$ cat src/hdl/pup_pkg.sv
package pup_pkg;

    localparam int SPRITE_DEPTH  = 256;
    localparam int SPRITE_AW     = $clog2(SPRITE_DEPTH);
    localparam int PALETTE_DEPTH = 32;
    localparam int PALETTE_AW    = $clog2(PALETTE_DEPTH);
    localparam int VSPACE_AW     = 14;

    localparam logic [1:0] OP_READ  = 2'd0;
    localparam logic [1:0] OP_WRITE = 2'd1;
    localparam logic [1:0] OP_LOAD  = 2'd2;

    localparam logic [2:0] REG_CTRL   = 3'd0;
    localparam logic [2:0] REG_MASK   = 3'd1;
    localparam logic [2:0] REG_STATUS = 3'd2;
    localparam logic [2:0] REG_OADDR  = 3'd3;
    localparam logic [2:0] REG_ODATA  = 3'd4;
    localparam logic [2:0] REG_SCROLL = 3'd5;
    localparam logic [2:0] REG_VADDR  = 3'd6;
    localparam logic [2:0] REG_VDATA  = 3'd7;

    localparam logic [15:0] BULK_LOAD_ADDR = 16'h4014;
    localparam logic [5:0]  PALETTE_PAGE   = 6'h3F;
    localparam logic [15:0] STEP_FAR       = 16'd32;
    localparam logic [15:0] STEP_NEAR      = 16'd1;
    localparam int          CTRL_STEP_BIT  = 2;
    localparam int          STATUS_VBL_BIT = 2;

    typedef struct packed {
        logic [1:0]  operation;
        logic [15:0] register_address;
        logic [7:0]  write_data;
        logic [7:0]  sprite_load_index;
        logic [2:0]  status_bits;
    } t_in_item;

    typedef struct packed {
        logic [7:0]  read_data;
        logic [7:0]  control_value;
        logic [7:0]  mask_value;
        logic [7:0]  scroll_x;
        logic [7:0]  scroll_y;
        logic [15:0] video_address;
    } t_out_item;

    typedef struct packed {
        logic                 we;
        logic                 re;
        logic [SPRITE_AW-1:0] addr;
        logic [7:0]           wdata;
    } t_oam_req;

    typedef struct packed {
        logic                 we;
        logic                 re;
        logic [VSPACE_AW-1:0] addr;
        logic [7:0]           wdata;
    } t_vram_req;

endpackage

$ cat src/hdl/pup_oam.sv
module pup_oam
    import pup_pkg::*;
(
    input  logic       i_clk,
    input  logic       i_rst_n,
    input  t_oam_req   i_req,
    output logic [7:0] o_rdata
);

    logic [7:0]              mem [SPRITE_DEPTH];
    logic [SPRITE_DEPTH-1:0] r_valid;
    logic [7:0]              r_rdata;
    logic                    r_rd_valid;

    // entries never written read as zero
    always_ff @(posedge i_clk) begin
        if (!i_rst_n) begin
            r_valid <= '0;
        end else if (i_req.we) begin
            r_valid[i_req.addr] <= 1'b1;
        end
    end

    always_ff @(posedge i_clk) begin
        if (i_req.we) begin
            mem[i_req.addr] <= i_req.wdata;
        end
        if (i_req.re) begin
            r_rdata    <= mem[i_req.addr];
            r_rd_valid <= r_valid[i_req.addr];
        end
    end

    assign o_rdata = r_rd_valid ? r_rdata : 8'h00;

endmodule

$ cat config.mk
export PLATFORM = sky130hd
export DESIGN_NAME = pup_oam
export DESIGN_NICKNAME = d
export VERILOG_FILES = /design/src/hdl/pup_pkg.sv /design/src/hdl/pup_oam.sv
export SDC_FILE = /design/constraint.sdc
export NUM_CORES = 2
export LEC_CHECK = 0
export BUFFER_PORTS_ARGS = -buffer_cell sky130_fd_sc_hd__buf_2
export CAP_MARGIN = 20
export CORE_UTILIZATION = 52
export DETAILED_ROUTE_END_ITERATION = 8
export HOLD_SLACK_MARGIN = 0.02
export PLACE_DENSITY = 0.65
export SLEW_MARGIN = 15
export SYNTH_ARGS = -nofsm -noshare
export SYNTH_HDL_FRONTEND = slang
export SYNTH_SLANG_ARGS = --single-unit
$ cat constraint.sdc
create_clock -name i_clk -period 5.25 [get_ports i_clk]
set_input_delay 0.2625 -clock i_clk [delete_from_list [all_inputs] [get_ports i_clk]]
set_output_delay 0.2625 -clock i_clk [all_outputs]
set_load 0.02 [all_outputs]
======== Yosys cells after proc, flatten, opt, wreduce, memory -nomap -nowiden ========
Memories as Yosys holds them, arrays and structs flattened. A register that Yosys moved wholly into a read port is not among the register bits.
Cells that the tools add are included.
word-level totals
  bits in registers ....................... 257
  bits in writable memories ............... 2048
  input port bits ......................... 20
  output and inout port bits .............. 8
  logic and storage cells ................. 14
  memories kept ........................... 1
operators by class
  $lt $le $gt $ge ......................... 2
  muxes and demuxes ....................... 7
  bitwise gates (word level) .............. 1
  reductions and logical operators ........ 1
memory list
  name  depth  bits a word  read ports  clocked after memory_dff  write ports  RTL line       text
  mem   256    8            1           1                         1            pup_oam.sv:10  logic [7:0] mem [SPRITE_DEPTH];
operators with widths
  cell                count
  $or 256x256->256    1
  $lt 8x9->1 const B  1
  $bmux 1 s8          1
  $demux 1 s8         1
  $ge 8x1->1 const B  1
  $mux 8              1
  $mux 1              4
  $logic_and 1x1->1   1

======== Longest topological paths before layout ========
  depth in word-level cells ............... 5
  gate-level depth with buffers ........... 10
  mapped depth without buffers ............ 5

======== Least setup slack after synthesis ========
Ideal clock, no wire load.
  path type ............................... input to register
  from .................................... input port i_req[8] in the netlist's numbering
  to ...................................... memory mem[107][0], enable pin
  library setup time ...................... 374 ps
  arrival ................................. 1982 ps
  required time ........................... 4876 ps
  setup slack ............................. 2894 ps
  stages .................................. 9
  path buffers ............................ 5
  path through ............................ buf_2 > buf_2 > buf_2 > nand2_1 > buf_2 > nor2_1 > nand2_1 > buf_2 > nor2_1
RTL lines
  element      RTL line       text
  from (decl)  pup_oam.sv:6   input t_oam_req i_req,
  to (decl)    pup_oam.sv:10
Straight into the memory's write port.

==> impl_metrics.ini <==
[power]
power_switching_share_pct = 20.8
clock_power_share_pct = 42.9
power_leakage_nw = 30.7
power.share.sequential_pct = 52.8
power.ir.vdd_worst_v = 0.000299
cellPowerDensity_nw_per_um2 = 385
p_sw_mw = 7.92
share_comb_of_total_power_pct = 4.3
p_int_mw = 30.1

[layout]
syn_to_final_growth_pct = 12.7
fillers = 11900
insertedDiodeCount = 0
fin_util_pct = 59.0
final-instance-count-excl-fill = 6796
layout.nets = 4408
layout-drive-gt1-share_pct = 24.3

[sta]
final.setup.tns_ps = 0
rsz0062_at_grt = no
finalHoldViolCount = 0
finClkSkew_ps = 39.5
tightest_slew_ps = 1170
slew_headroom_pct = 21.7
finalWorstPathRequiredPeriod_ps = 3350
maxSlewViolCount = 0
final-setup-viol-count = 0
timing.final.crit_share_pct = 63.7
maxClockFrequency_mhz = 299

[synthesis]
ys_ff_latch = 2313
post_synth.cell_area_avg_um2 = 20.7
syn-num-nets = 4256
synthMostInstantiatedCell = edfxtp_1
seq_area_frac_synth_pct = 76.3
synth.distinct_cells = 24
yosysWarningCount = 0
ys_top_cells_by_area = edfxtp_1 (70%), mux4_2 (15%), dfxtp_1 (5.8%), a22oi_1 (2.5%), o21a_1 (2.2%)
synth_edf_count = 2057
synthTopCellsByCount = edfxtp_1 (2057), mux4_2 (576), a22oi_1 (288)
synthFlopType = edfxtp_1
ys_async_sr_fraction_pct = 0
post-synth-top-area-fraction_pct = 70.5
netlist.top_cell.by_area = edfxtp_1
post_synth_instance_area_um2 = 87600
synthesized_instance_count = 4236

[drt]
drc = 0
detailedRoute.firstPassIterationCount = 5
drt_iter0_markers = 5166
routed_wirelength_um = 211000
route.detailed.vias_per_inst = 6.39
detailroute.via_count = 43400
post_drt_wl_per_cell_um = 31.1
drt.antenna.violating_nets = 0

[floorplan]
die-height_um = 413
horiz_die_dim_um = 413
core-area_um2 = 167000
number_of_placement_rows = 150
initial_core_util_pct = 52.4
io_pins = 28
die_area_um2 = 170000

[worst_setup_path]
cp_num_buf_inv = 3
worstSetupEndpointType = register
critical-path-top-cell-by-count = buf_12
cp_slowest_cell = o41ai_1
worst_r2r_path_depth = 6
worst-path-max-fanout = 51
path_class = input port to register
timing.critical_path.arrival_ps = 3880
critical_path.startpoint_type = input port
reg2reg_setup_slack_ps = 2260
slowest_delay_ps = 990
path_cells = buf_8 > buf_12 > buf_12 > mux4_2 > a22oi_1 > a21oi_1 > o41ai_1 > nand4_1
timing.rr.start = mem[207][1]
crit_family = compound AO/OA/AOI/OAI gates
worstPathRequired_ps = 5790
timing.rr.end = r_rdata[1]

[global_routing]
grt_max_degree = 204
grt_antenna_before_repair = 6
global_route.usage.total_pct = 25.1
grt_overflow = 0
via_count_of_the_first_global_routing_pass = 43400
grt_first_pass_wirelength_um = 306000

[place]
post-dp-hpwl_um = 122000
finalWeightedCongestion = 0.817
buffers_on_ports = 27
dp_cells = 6356

[clocking]
numClockSinks = 2313
insertion_delay_ps = 850
numCtsBuffers = 224
clock_path_buffers = 3
cts_root_cell = clkbuf_16
clk_pin_slew_worst_paths_ps = 60
tritoncts = done
htreeDepth = 4

[min_path]
hold_path_end = mem[209][6]
hold_path.startpoint = i_req[6]
hold_class = input port to register
count_of_cells_along_the_worst_hold_path = 1

[status]
outcome = finished clean

[flow_run]
count_of_max_cap_constraint_violations = 0
==> state kept, by name, indices dropped and copies added (netlist names) <==
register,flops
r_valid,256
r_rdata,8
r_rd_valid,1
mem,2048
==> logic make-up after synthesis <==
| kind of cell | share of synthesized area [%] |
|---|---|
| buffers and inverters | 1.41 |
| AOI/OAI and AO/OA | 5.84 |
| and+or+nand+nor | 1.62 |
| muxes | 14.8 |
| DFF | 76.3 |
==> power groups by stage <==
stage          sequential (mW)  clock [mW]  combinational, mW
6_report                  20.1        16.3               1.64
5_1_grt                   20.1        17.2               1.73
4_1_cts                   20.1        16.5               1.66
3_5_place_dp              20.5           0               1.65
3_3_place_gp              20.5           0               1.62
2_1_floorplan             20.5           0              0.889
==> layout by cell type, fill, tap and decap left out, drive strengths merged, types with 31 or more instances in the layout <==
| master | n |
|---|---|
| buf | 200 |
| dfxtp | 256 |
| mux4 | 576 |
| o21a | 256 |
| edfxtp | 2057 |
| o41ai | 36 |
| a21oi | 144 |
| clkbuf | 331 |
| nand2 | 33 |
| nor2 | 232 |
| a22oi | 288 |
| clkinv | 74 |
| nor3 | 31 |
==> per-stage QoR <==
step                hold slack, ps  power (mW)  worst slack [ps]  cell area [µm²]
CTS                           22.7        38.3              1890            98700
floorplan                      361        21.3              2890            87600
global route                  35.6        39.0              1840            98700
detailed placement             448        22.1               981            91000
global placement               440        22.1               686            91000
finish                        16.8        38.0              1900            98700
==> worst max path at each step <==
stage | cells past startpoint | to | slack, ps | start
after floorplan | 9 | mem[107][0] | 2890 | i_req[8]
after global placement | 8 | r_rdata[3] | 690 | i_req[8]
after detailed placement | 8 | r_rdata[0] | 980 | i_req[8]
after CTS | 8 | r_rdata[0] | 1890 | i_req[8]
after global routing | 8 | r_rd_valid | 1840 | i_req[8]
final | 8 | r_rdata[0] | 1900 | i_req[8]
==> area by class of cell <==
cell class	count	area (µm²)	share of cell area, %
Tap cell	2204	2760	2.79
Timing Repair Buffer	208	1900	1.93
Sequential cell	2313	66900	67.7
Multi-Input combinational cell	1640	19600	19.8
Inverter	1	3.75	0.00380
Clock inverter	99	1100	1.11
Clock buffer	331	6520	6.60
==> layer usage <==
metal | share of wire, % | GRT usage [%] | vias up
met5 | 0.013 | 0 | -
met4 | 2.8 | 7.28 | 4
met3 | 8.2 | 4.36 | 316
met2 | 48 | 38.8 | 1848
met1 | 41 | 36.9 | 23200
li1 | - | - | 18000
==> repair_timing <==
action	4_1_cts	5_1_grt
endpoints found under the hold margin	343	0
hold buffers	8	0
buffers inserted	0	0
gates resized for setup	0	0
Power figures use the tool's default switching activity.
